<file path="src/hw/rtl/ehc_pkg.sv">
// Shared types and constants of the Ethernet header classifier.
// No dependencies.
package ehc_pkg;
  localparam logic [15:0] ETYPE_IPV4 = 16'h0800;
  localparam logic [15:0] ETYPE_IPV6 = 16'h86DD;
  localparam logic [15:0] ETYPE_ARP  = 16'h0806;
  localparam logic [15:0] DNS_PORT_RST  = 16'd53;
  localparam logic [15:0] HTTP_PORT_RST = 16'd80;
  localparam int unsigned QUEUE_DEPTH_DEF = 4;

  localparam logic [7:0] IPP_ICMP = 8'd1;
  localparam logic [7:0] IPP_IGMP = 8'd2;
  localparam logic [7:0] IPP_TCP  = 8'd6;
  localparam logic [7:0] IPP_UDP  = 8'd17;
  localparam logic [7:0] IPP_ICMP6 = 8'd58;
  localparam logic [7:0] IPP_IGRP = 8'd88;
  localparam logic [7:0] IPP_OSPF = 8'd89;

  localparam logic CFG_DNS_PORT = 1'b0;
  localparam logic CFG_HTTP_PORT = 1'b1;

  typedef enum logic [3:0] {
    CLS_OTHER = 4'd0, CLS_ARP = 4'd1, CLS_IPV4 = 4'd2, CLS_IPV6 = 4'd3,
    CLS_ICMP = 4'd4, CLS_IGMP = 4'd5, CLS_TCP = 4'd6, CLS_UDP = 4'd7,
    CLS_IGRP = 4'd8, CLS_OSPF = 4'd9, CLS_ICMPV6 = 4'd10, CLS_DNS = 4'd11,
    CLS_HTTP = 4'd12
  } cls_t;

  typedef enum logic [1:0] {
    NET_NONE = 2'd0, NET_ARP = 2'd1, NET_IPV4 = 2'd2, NET_IPV6 = 2'd3
  } net_t;

  // Captured frame record handed from the parser to the classifier.
  typedef struct packed {
    logic [47:0] dest_mac;
    logic [47:0] source_mac;
    logic [15:0] ether_kind;
    logic [7:0]  proto;
    logic [31:0] source_ip4;
    logic [31:0] dest_ip4;
    logic [15:0] source_port;
    logic [15:0] dest_port;
    logic [5:0]  flags;
    logic        eth_cut;    // frame shorter than the Ethernet header
    logic        net_cut;    // network header incomplete
    logic        tcp_cut;    // TCP header incomplete
    logic        udp_cut;    // UDP header incomplete
  } rec_t;

  // Result item in output tdata order.
  typedef struct packed {
    logic        cut_short;
    logic [5:0]  tcp_flag_bits;
    logic [15:0] dest_port;
    logic [15:0] source_port;
    logic [31:0] dest_ip4;
    logic [31:0] source_ip4;
    logic [7:0]  transport_number;
    logic [15:0] ether_kind;
    logic [47:0] source_mac;
    logic [47:0] dest_mac;
    logic [1:0]  net_kind;
    logic [3:0]  proto_class;
  } res_t;

  function automatic logic [5:0] hdr_bytes(input logic [3:0] nib);
    logic [5:0] n;
    n = {nib, 2'b00};
    return (n < 6'd20) ? 6'd20 : n;
  endfunction
endpackage

</file>
<file path="src/hw/rtl/ehc_parser.sv">
// Front part: byte-wise header capture of one frame, emits a record on frame end.
// Depends on ehc_pkg.
module ehc_parser import ehc_pkg::*; (
  input  logic       clk,
  input  logic       rst_n,
  input  logic       byte_vld,
  input  logic [7:0] frame_byte,
  input  logic       frame_end,
  output logic       rec_vld,
  output rec_t       rec
);
  logic [7:0]  idx_r;
  logic [47:0] dmac_r, smac_r;
  logic [15:0] etype_r;
  logic [5:0]  ihl_r, toff_r;
  logic [7:0]  proto_r;
  logic [31:0] sip_r, dip_r;
  logic [15:0] sport_r, dport_r;
  logic [5:0]  flags_r;

  logic [47:0] dmac_nxt, smac_nxt;
  logic [15:0] etype_nxt;
  logic [5:0]  ihl_nxt, toff_nxt;
  logic [7:0]  proto_nxt;
  logic [31:0] sip_nxt, dip_nxt;
  logic [15:0] sport_nxt, dport_nxt;
  logic [5:0]  flags_nxt;
  logic [7:0]  off, tof;
  logic [1:0]  apos;
  logic        in_tr, is_tcp, is_trp;
  logic [8:0]  len, tbase, ipbase;
  logic [5:0]  seg;

  assign off = idx_r - 8'd14;
  // The ARP sender address starts at offset 14, so its byte position is off - 14.
  assign apos = off[1:0] + 2'd2;
  assign is_tcp = (proto_nxt == IPP_TCP);
  assign is_trp = is_tcp || (proto_nxt == IPP_UDP);

  always_comb begin
    dmac_nxt = dmac_r; smac_nxt = smac_r; etype_nxt = etype_r; ihl_nxt = ihl_r;
    proto_nxt = proto_r; sip_nxt = sip_r; dip_nxt = dip_r; sport_nxt = sport_r;
    dport_nxt = dport_r; flags_nxt = flags_r; toff_nxt = toff_r;
    in_tr = 1'b0; tof = 8'd0;
    if (idx_r < 8'd6) begin
      dmac_nxt[8*(5-idx_r[2:0]) +: 8] = frame_byte;
    end else if (idx_r < 8'd12) begin
      smac_nxt[8*(11-idx_r[3:0]) +: 8] = frame_byte;
    end else if (idx_r == 8'd12) begin
      etype_nxt[15:8] = frame_byte;
    end else if (idx_r == 8'd13) begin
      etype_nxt[7:0] = frame_byte;
    end else if (etype_r == ETYPE_IPV4) begin
      if (off == 8'd0) ihl_nxt = hdr_bytes(frame_byte[3:0]);
      else if (off == 8'd9) proto_nxt = frame_byte;
      else if (off >= 8'd12 && off < 8'd16) sip_nxt[8*(3-off[1:0]) +: 8] = frame_byte;
      else if (off >= 8'd16 && off < 8'd20) dip_nxt[8*(3-off[1:0]) +: 8] = frame_byte;
      in_tr = (off >= 8'd20) && (off >= {2'b00, ihl_r});
      tof = off - {2'b00, ihl_r};
    end else if (etype_r == ETYPE_IPV6) begin
      if (off == 8'd6) proto_nxt = frame_byte;
      in_tr = (off >= 8'd40);
      tof = off - 8'd40;
    end else if (etype_r == ETYPE_ARP) begin
      if (off >= 8'd14 && off < 8'd18) sip_nxt[8*(3-apos) +: 8] = frame_byte;
      else if (off >= 8'd24 && off < 8'd28) dip_nxt[8*(3-off[1:0]) +: 8] = frame_byte;
    end
    if (in_tr && is_trp) begin
      if (tof < 8'd2) sport_nxt[8*(1-tof[0]) +: 8] = frame_byte;
      else if (tof < 8'd4) dport_nxt[8*(1-tof[0]) +: 8] = frame_byte;
      else if (is_tcp && tof == 8'd12) toff_nxt = hdr_bytes(frame_byte[7:4]);
      else if (is_tcp && tof == 8'd13) flags_nxt = frame_byte[5:0];
    end
  end

  // Length checks use the header sizes as they stand after this byte.
  assign len = {1'b0, idx_r} + 9'd1;
  assign ipbase = (etype_nxt == ETYPE_IPV4) ? 9'd14 + {3'b000, ihl_nxt} :
                  (etype_nxt == ETYPE_IPV6) ? 9'd54 : 9'd42;
  assign tbase = ipbase;
  assign seg = (toff_nxt < 6'd20) ? 6'd20 : toff_nxt;

  always_comb begin
    rec.dest_mac = dmac_nxt; rec.source_mac = smac_nxt; rec.ether_kind = etype_nxt;
    rec.proto = proto_nxt; rec.source_ip4 = sip_nxt; rec.dest_ip4 = dip_nxt;
    rec.source_port = sport_nxt; rec.dest_port = dport_nxt; rec.flags = flags_nxt;
    rec.eth_cut = len < 9'd14;
    rec.net_cut = len < ipbase;
    rec.tcp_cut = (len < tbase + 9'd20) || (len < tbase + {3'b000, seg});
    rec.udp_cut = len < tbase + 9'd8;
  end
  assign rec_vld = byte_vld && frame_end;

  always_ff @(posedge clk) begin
    if (!rst_n || (byte_vld && frame_end)) begin
      idx_r <= '0; dmac_r <= '0; smac_r <= '0; etype_r <= '0; ihl_r <= '0;
      proto_r <= '0; sip_r <= '0; dip_r <= '0; sport_r <= '0; dport_r <= '0;
      flags_r <= '0; toff_r <= '0;
    end else if (byte_vld) begin
      if (idx_r != 8'hFF) idx_r <= idx_r + 8'd1;
      dmac_r <= dmac_nxt; smac_r <= smac_nxt; etype_r <= etype_nxt; ihl_r <= ihl_nxt;
      proto_r <= proto_nxt; sip_r <= sip_nxt; dip_r <= dip_nxt; sport_r <= sport_nxt;
      dport_r <= dport_nxt; flags_r <= flags_nxt; toff_r <= toff_nxt;
    end
  end
endmodule

</file>
<file path="src/hw/rtl/ehc_queue.sv">
// Short record queue between the parser and the classifier.
// Depends on ehc_pkg.
module ehc_queue import ehc_pkg::*; #(
  parameter int unsigned DEPTH = QUEUE_DEPTH_DEF
) (
  input  logic clk,
  input  logic rst_n,
  input  logic wr_en,
  input  rec_t wr_data,
  output logic full,
  output logic rd_vld,
  input  logic rd_en,
  output rec_t rd_data
);
  localparam int unsigned AW = (DEPTH > 1) ? $clog2(DEPTH) : 1;
  rec_t mem [DEPTH];
  logic [AW-1:0] wp_r, rp_r;
  logic [AW:0]   cnt_r;

  assign full = (cnt_r == (AW+1)'(DEPTH));
  assign rd_vld = (cnt_r != '0);
  assign rd_data = mem[rp_r];

  always_ff @(posedge clk) begin
    if (wr_en) mem[wp_r] <= wr_data;
  end

  always_ff @(posedge clk) begin
    if (!rst_n) begin
      wp_r <= '0; rp_r <= '0; cnt_r <= '0;
    end else begin
      if (wr_en) wp_r <= (wp_r == AW'(DEPTH-1)) ? '0 : wp_r + 1'b1;
      if (rd_en) rp_r <= (rp_r == AW'(DEPTH-1)) ? '0 : rp_r + 1'b1;
      cnt_r <= cnt_r + (AW+1)'(wr_en) - (AW+1)'(rd_en);
    end
  end
endmodule

</file>
<file path="src/hw/rtl/ehc_classifier.sv">
// Back part: turns a captured record into the result and holds it in an output register.
// Depends on ehc_pkg.
module ehc_classifier import ehc_pkg::*; (
  input  logic        clk,
  input  logic        rst_n,
  input  logic        rec_vld,
  input  rec_t        rec,
  output logic        rec_take,
  input  logic [15:0] dns_port,
  input  logic [15:0] http_port,
  output logic        res_vld,
  output res_t        res,
  input  logic        res_rdy
);
  logic  vld_r;
  res_t  res_r, res_nxt;
  cls_t  cls, ncls;
  net_t  net;
  logic  cut, dns_hit, http_hit;

  assign dns_hit  = (rec.source_port == dns_port) || (rec.dest_port == dns_port);
  assign http_hit = (rec.source_port == http_port) || (rec.dest_port == http_port);

  always_comb begin
    cls = CLS_OTHER; net = NET_NONE; cut = 1'b0; ncls = CLS_OTHER;
    if (rec.eth_cut) begin
      cut = 1'b1;
    end else if (rec.ether_kind == ETYPE_IPV4 || rec.ether_kind == ETYPE_IPV6) begin
      net  = (rec.ether_kind == ETYPE_IPV4) ? NET_IPV4 : NET_IPV6;
      ncls = (rec.ether_kind == ETYPE_IPV4) ? CLS_IPV4 : CLS_IPV6;
      cls  = ncls;
      if (rec.net_cut) cut = 1'b1;
      else if (rec.proto == IPP_TCP) begin
        if (rec.tcp_cut) cut = 1'b1;
        else cls = http_hit ? CLS_HTTP : CLS_TCP;
      end else if (rec.proto == IPP_UDP) begin
        if (rec.udp_cut) cut = 1'b1;
        else cls = dns_hit ? CLS_DNS : CLS_UDP;
      end else if (net == NET_IPV4) begin
        case (rec.proto)
          IPP_ICMP: cls = CLS_ICMP;
          IPP_IGMP: cls = CLS_IGMP;
          IPP_IGRP: cls = CLS_IGRP;
          IPP_OSPF: cls = CLS_OSPF;
          default:  cls = CLS_IPV4;
        endcase
      end else if (rec.proto == IPP_ICMP6) cls = CLS_ICMPV6;
    end else if (rec.ether_kind == ETYPE_ARP) begin
      net = NET_ARP; cls = CLS_ARP; cut = rec.net_cut;
    end
    res_nxt.proto_class = cls;
    res_nxt.net_kind = net;
    res_nxt.dest_mac = rec.dest_mac;
    res_nxt.source_mac = rec.source_mac;
    res_nxt.ether_kind = rec.ether_kind;
    res_nxt.transport_number = rec.proto;
    res_nxt.source_ip4 = rec.source_ip4;
    res_nxt.dest_ip4 = rec.dest_ip4;
    res_nxt.source_port = rec.source_port;
    res_nxt.dest_port = rec.dest_port;
    res_nxt.tcp_flag_bits = rec.flags;
    res_nxt.cut_short = cut;
  end

  assign rec_take = rec_vld && (!vld_r || res_rdy);
  assign res_vld = vld_r;
  assign res = res_r;

  always_ff @(posedge clk) begin
    if (!rst_n) vld_r <= 1'b0;
    else if (rec_take) vld_r <= 1'b1;
    else if (res_rdy) vld_r <= 1'b0;
  end
  always_ff @(posedge clk) begin
    if (rec_take) res_r <= res_nxt;
  end
endmodule

</file>
<file path="src/hw/rtl/ethernet_header_classifier_unit.sv">
// Ethernet header classifier. Frame bytes enter one per beat on the in_ stream,
// starting at the destination MAC, with in_tlast on the last byte; one result
// beat leaves on out_ for each frame. A byte is taken every cycle while the
// record queue (QUEUE_DEPTH entries) has room, so the sustained rate is one
// byte per cycle. The parser keeps the byte index and the captured fields, the
// queue holds finished frame records, and the classifier decides the class and
// drives a registered output. The user must write ports through cfg_ only at
// idle time; the block itself does not enforce this.
// Depends on ehc_pkg, ehc_parser, ehc_queue and ehc_classifier.
module ethernet_header_classifier_unit import ehc_pkg::*; #(
  parameter int unsigned QUEUE_DEPTH = QUEUE_DEPTH_DEF
) (
  input  logic         clk,
  input  logic         rst_n,
  input  logic         in_tvalid,
  output logic         in_tready,
  input  logic [7:0]   in_tdata,   // frame_byte
  input  logic         in_tlast,   // frame_end
  output logic         out_tvalid,
  input  logic         out_tready,
  // proto_class[3:0], net_kind[5:4], dest_mac[53:6], source_mac[101:54],
  // ether_kind[117:102], transport_number[125:118], source_ip4[157:126],
  // dest_ip4[189:158], source_port[205:190], dest_port[221:206],
  // tcp_flag_bits[227:222], cut_short[228], zero fill to 231
  output logic [231:0] out_tdata,
  input  logic         cfg_we,
  input  logic         cfg_index,
  input  logic [15:0]  cfg_wdata
);
  logic [15:0] dns_port_r, http_port_r;
  logic        rec_vld, q_full, q_vld, q_rd;
  rec_t        rec, q_rec;
  res_t        res;

  always_ff @(posedge clk) begin
    if (!rst_n) begin
      dns_port_r <= DNS_PORT_RST;
      http_port_r <= HTTP_PORT_RST;
    end else if (cfg_we) begin
      case (cfg_index)
        CFG_DNS_PORT:  dns_port_r <= cfg_wdata;
        CFG_HTTP_PORT: http_port_r <= cfg_wdata;
        default: ;
      endcase
    end
  end

  // Only a last byte writes the queue, but the stream is held off as a whole
  // while the queue is full.
  assign in_tready = !q_full;

  ehc_parser u_parser (
    .clk, .rst_n, .byte_vld(in_tvalid && in_tready), .frame_byte(in_tdata),
    .frame_end(in_tlast), .rec_vld, .rec
  );

  ehc_queue #(.DEPTH(QUEUE_DEPTH)) u_queue (
    .clk, .rst_n, .wr_en(rec_vld), .wr_data(rec), .full(q_full),
    .rd_vld(q_vld), .rd_en(q_rd), .rd_data(q_rec)
  );

  ehc_classifier u_cls (
    .clk, .rst_n, .rec_vld(q_vld), .rec(q_rec), .rec_take(q_rd),
    .dns_port(dns_port_r), .http_port(http_port_r),
    .res_vld(out_tvalid), .res, .res_rdy(out_tready)
  );

  assign out_tdata = {3'b000, res};
endmodule

</file>
<file path="config.mk">
export PLATFORM = sky130hd
export DESIGN_NAME = ethernet_header_classifier_unit
export DESIGN_NICKNAME = d
export VERILOG_FILES = /design/src/hw/rtl/ehc_pkg.sv /design/src/hw/rtl/ehc_parser.sv /design/src/hw/rtl/ehc_queue.sv /design/src/hw/rtl/ehc_classifier.sv /design/src/hw/rtl/ethernet_header_classifier_unit.sv
export SDC_FILE = /design/constraint.sdc
export NUM_CORES = 2
export LEC_CHECK = 0
export BUFFER_PORTS_ARGS = -buffer_cell sky130_fd_sc_hd__buf_2
export CAP_MARGIN = 20
export CORE_MARGIN = 2
export CORE_UTILIZATION = 45
export CTS_CLUSTER_DIAMETER = 100
export CTS_CLUSTER_SIZE = 10
export DETAILED_ROUTE_END_ITERATION = 12
export GPL_TIMING_DRIVEN = 0
export PLACE_DENSITY = 0.61
export SYNTH_ARGS = -nofsm -noshare
export SYNTH_HDL_FRONTEND = slang
export SYNTH_SLANG_ARGS = --single-unit
</file>
<file path="constraint.sdc">
create_clock -name clk -period 16.7 [get_ports clk]
set_clock_uncertainty 0.05 [all_clocks]
set_input_delay 2.505 -clock clk [delete_from_list [all_inputs] [get_ports clk]]
set_output_delay 2.505 -clock clk [all_outputs]
set_load 0.02 [all_outputs]
</file>
# Yosys cells after proc, flatten, opt, wreduce, memory -nomap -nowiden
# Memory sizes are Yosys's and may differ from the RTL's. A register that Yosys moved wholly into a read port is not among the register bits.
# Cells that the tools add are included.
dict set report classes {
  addsub 24
  mul 0
  div_mod_pow 0
  order_cmp 23
  eq_ne 32
  shifts 10
  mux 116
  bitwise 1
  n_reduce_logical 27
}
# operator count
set op_table {}
lappend op_table {{$mux W32} 24}
lappend op_table {{$neg A32 Y34} 5}
lappend op_table {{$mux W48} 3}
lappend op_table {{$mux W8} 18}
lappend op_table {{$mux W16} 7}
lappend op_table {{$mux W6} 18}
lappend op_table {{$bwmux W32} 3}
lappend op_table {{$bwmux W48} 2}
lappend op_table {{$shift A8 B34 Y48 const A} 2}
lappend op_table {{$shiftx A8 B34 Y48} 2}
lappend op_table {{$eq A16 B12 Y1 const B} 5}
lappend op_table {{$shift A8 B34 Y32 const A} 2}
lappend op_table {{$shiftx A8 B34 Y32} 2}
lappend op_table {{$eq A16 B16 Y1} 4}
lappend op_table {{$eq A16 B16 Y1 const B} 3}
lappend op_table {{$eq A8 B4 Y1 const B} 5}
lappend op_table {{$mux W4} 10}
lappend op_table {{$lt A9 B9 Y1} 4}
lappend op_table {{$shift A8 B34 Y16 const A} 1}
lappend op_table {{$shiftx A8 B34 Y16} 1}
lappend op_table {{$bwmux W16} 2}
lappend op_table {{$lt A8 B5 Y1 const B} 4}
lappend op_table {{$eq A8 B3 Y1 const B} 3}
lappend op_table {{$ge A8 B5 Y1 const B} 3}
lappend op_table {{46 further kinds} 100}
dict set report totals {
  register_bits 511
  latch_bits 0
  mem_bits_rw 904
  romBits 0
  in_bits 31
  out_inout_bits 234
  elab_cells 264
  memories 1
}
# name depth word_bits read_ports rd_clocked_by_memory_dff wr line_no
set mem_list {}
lappend mem_list {u_queue.mem 4 226 1 1 1 ehc_queue.sv:16} ;# rec_t mem [DEPTH];

# Longest topological paths before layout
dict set report depth {
  word_depth 20
  depth_mapped 27
  ltp_nobuf 24
}

# Modules after synthesis
# From an unflattened synthesis, not the netlist that was laid out.
dict set report hier_totals {
  hier_cells 3852
  area_unflattened_um2 58638.7
}
# mod n_inst cells_per_inst area_per_inst_um2 seq_area_each_um2
set modules_own_cells {}
lappend modules_own_cells {ehc_queue 1 1223 33035.4 27326.2}
lappend modules_own_cells {ehc_parser 1 2105 16268.1 4844.6}
lappend modules_own_cells {ehc_classifier 1 388 8044.0 6896.6}
lappend modules_own_cells {ethernet_header_classifier_unit 1 136 1291.2 640.6}

# Worst setup path after synthesis
# OpenSTA, ideal clock, no wires.
dict set report synth_timing {
  path_kind {input -> register}
  from {input port out_tready}
  to {register u_queue.cnt_r[2]}
  setup_ns 0.115
  arrival_ns 16.253
  required_ns 16.535
  path_slack_ns 0.282
  cell_stages 10
  path_buffers 0
  path_cell_list {inv_1 a21oi_1 ha_1 inv_1 ha_1 inv_1 fa_1 xnor2_1 xnor2_1 and2_1}
}
dict set report synth_via {
  elab_chain_cells 3
}
# item line_no
set synth_rtl {}
lappend synth_rtl {{start, declared} ethernet_header_classifier_unit.sv:20} ;# input logic out_tready,
lappend synth_rtl {{$logic_or A1 B1 Y1} ehc_classifier.sv:65} ;# assign rec_take = rec_vld && (!vld_r || res_rdy);
lappend synth_rtl {{$logic_and A1 B1 Y1} ehc_classifier.sv:65}
lappend synth_rtl {{net q_rd} ethernet_header_classifier_unit.sv:31} ;# logic rec_vld, q_full, q_vld, q_rd;
lappend synth_rtl {{$sub A3 B1 Y3} ehc_queue.sv:34} ;# cnt_r <= cnt_r + (AW+1)'(wr_en) - (AW+1)'(rd_en);
lappend synth_rtl {{end signal, assigned} ehc_queue.sv:34}
lappend synth_rtl {{end, declared} ehc_queue.sv:18} ;# logic [AW:0] cnt_r;
# The timed path passes the listed nets, and every way through them passes these cells.
# A chain may end at the register's enable or synchronous reset.

==> key figures <==
Final layout
  – Number of fill cells: 10,605
  – Antenna diodes: 0
  – Non-Filler Instances: 6,104
  – Design area: 0.06645 mm²
  – Layout cell share with drive strength beyond 1: 19.07%
  – Final nets: 4,438
  – Area grow syn2layout: 15.30%

Critical path
  – CP max FO: 10
  – CP Launch Type: flop
  – CP arrival: 8.65 ns
  – Setup crit end kind: flop
  – WS Path Type: reg2reg
  – Slowest-stage cell, CP: o32ai_1
  – Worst endpoint required time: 17.12 ns
  – Most used cell, CP: ha_1
  – Crit path largest cell delay: 0.76 ns

Timing
  – Relative slew slack: 19.58%
  – Setup Viol. Count Final: 0
  – Setup TNS: 0 ns
  – Final Hold Viols: 0
  – Min Tclk post-route: 8.223 ns
  – Final hold slack: 0.3985 ns
  – Max Clk Rate: 0.1216 GHz
  – Slew Viols, Final: 0
  – Period utilization: 49.24%
  – RSZ-0062 raised after global routing: no
  – Worst Tran Pin Value: 1.206 ns

Routing
  – Pre-Repair DR Iteration Count: 6
  – Final antenna-violating net count: 0
  – Drt via density: 5.642
  – First DRT Iteration DRCs: 3,251
  – DRC violations left: 0
  – Wirelength, routed: 148,700 µm
  – Detailed-route wire length per cell: 24.36 µm
  – Via count: 34,440

Yosys
  – Dominant cells by area after synthesis: edfxtp_1 59%, dfxtp_1 9.9%, mux4_2 8.8%, nand2_1 3.7%, mux2_2 2.3%
  – Post-synthesis cell area: 0.05764 mm²
  – Synthesized area per cell: 14.88 µm²
  – Area fraction of the dominant cell type after synthesis: 59.03%
  – Ys async rst share: 0%
  – Post-synth EDFFs: 1,133
  – Synth Instances: 3,874
  – Synth Warn #: 0
  – Unique masters post-synth: 77
  – Seq/Total Area, Yosys: 68.89%
  – Cell accounting for the most synthesized area: edfxtp_1
  – Main synth FF type: edfxtp_1
  – Seq cells post-synth: 1,417

Floorplan
  – Initial Utilization: 45.26%
  – Row count: 131
  – Ports: 265
  – Die width: 361.9 µm
  – Chip Height: 361.9 µm
  – Core area: 0.1274 mm²
  – Total Die Area: 0.1310 mm²

Placement
  – Detail Placement HPWL: 102,600 µm
  – DP Area: 0.06173 mm²
  – Gpl congestion: 0.9591
  – IO Port Bufs: 258
  – Inst Count DP: 5,825

Clocking
  – Reg clk slew, reported paths: 0.07 ns
  – Num CTS Buffers: 161
  – Post-CTS Setup Bufs: 0
  – Clk Latency, worst-skew pair: 0.81 ns
  – Root buffer cell: clkbuf_16
  – Cts hold-fix bufs: 0
  – CTS tree: yes
  – Clock Path Buffers: 3
  – CTS Sinks: 1,417
  – Cts repair resizes: 0
  – CTS H-tree depth: 4

Pwr
  – Pleak: 21.93 nW
  – Max VDD drop: 0.1358 mV
  – Power per cell area: 154.0 mW/mm²

Worst hold path
  – HP Class: reg2reg

Global routing
  – Initial antenna violation count: 12
  – Grt ovf: 0
  – Vias in the first global route: 33,487
  – First-pass GRT wire length: 219,900 µm
  – All-Layer GR Usage: 22.62%
  – Pin count of the biggest net entering global routing: 55

Flow run
  – Max cap viols: 0

Outcome
  – Status: completed
## through the flow
stage                     utilization [%]  setup slack [ns]  total power, mW
after floorplan                         -            0.2817            6.328
after global placement              47.91            -5.455            7.262
after detailed placement            48.47             8.693            7.150
after CTS                           52.15             8.643            10.36
after global routing                52.18             8.055            10.65
final                               52.18             8.477            10.24
## registers in the layout, indices dropped and copies added (netlist names), 32 cells and up, named ones only
signal,flops
u_queue.mem,904
u_cls.res,229
u_parser.dmac_r,48
u_parser.smac_r,48
u_parser.dip_r,32
u_parser.sip_r,32
## worst max-delay path: cells and delay by family (launching register included)
family | cells | cell delay [ns]
xor gates and xnor gates | 1 | 0.16
AOI/OAI and AO/OA | 12 | 2.81
buffers and inverters | 4 | 1.49
and+or+nand+nor | 3 | 0.97
DFF | 1 | 0.72
adders and majority gates | 5 | 1.67
## metal layers
metal | wire [µm] | GRT usage [%] | up-vias
met5 | 59 | 0 | -
met2 | 69610 | 34.98 | 1089
met4 | 3751 | 7.010 | 10
li1 | - | - | 15601
met1 | 66170 | 32.43 | 17504
met3 | 9086 | 4.405 | 236
## area by class of cell
class | instances | area, µm² | share of cell area (%)
tap | 1662 | 2079 | 3.129
timing repair buffer | 291 | 2016 | 3.033
clock inverter | 18 | 271.5 | 0.4086
clock buffer | 257 | 4410 | 6.637
multi-input combinational | 2189 | 16930 | 25.47
inverter | 54 | 202.7 | 0.3050
sequential | 1417 | 39710 | 59.75
buffer | 216 | 839.6 | 1.263
## synth_stat cells (all sizes together), types with 70 or more instances
cell type / n
nor2: 149
mux4: 226
mux2i: 70
nand3: 103
nand2: 569
mux2: 119
edfxtp: 1133
ha: 72
o21ai: 201
dfxtp: 284
a21oi: 173
clkbuf: 176
## worst paths after layout
kind,start,end,slack [ns],cells after the start
worst min-delay path,u_parser.sip_r[21],u_parser.sip_r[21],0.40,2
worst min register to register,u_parser.sip_r[21],u_parser.sip_r[21],0.40,2
worst max-delay path,u_parser.idx_r[1],u_queue.mem[3][1],8.48,25
worst max register to register,u_parser.idx_r[1],u_queue.mem[3][1],8.48,25
## cells by family after synthesis
family / count (synthesis) / synth area share (%)
other: 1 / 0.006506
DFF: 1417 / 68.89
adders and majority gates: 77 / 1.737
xor gates and xnor gates: 93 / 1.413
buffers and inverters: 270 / 1.808
muxes: 415 / 12.38
AOI/OAI and AO/OA: 514 / 5.145
and+or+nand+nor: 1087 / 8.620
## layout by cell type (no fill, tap or decap), types with 20 or more instances in the layout
cell type and instances:
nand3_1 103, mux2i_1 70, mux4_2 226, ha_1 72
and3_1 25, mux2_2 118, nor2b_1 27, nor2_1 149
xnor2_1 53, nand2b_1 20, nor3_1 45, buf_2 263
nand2_1 569, nand4_1 29, xor2_1 40, a21boi_0 30
buf_1 30, a21oi_1 172, clkbuf_1 271, nor4_1 25
edfxtp_1 1133, dfxtp_1 284, inv_1 53, and2_1 24
o21ai_0 200, clkbuf_16 162
## power breakdown
group	leakage (nW)	switching [mW]	internal, mW
sequential	12.4	0.117	4.38
clock	2.23	1.38	1.81
combinational	7.32	1.64	0.908
total	21.9	3.13	7.11
Note: power is estimated with default switching activity, not from simulation.
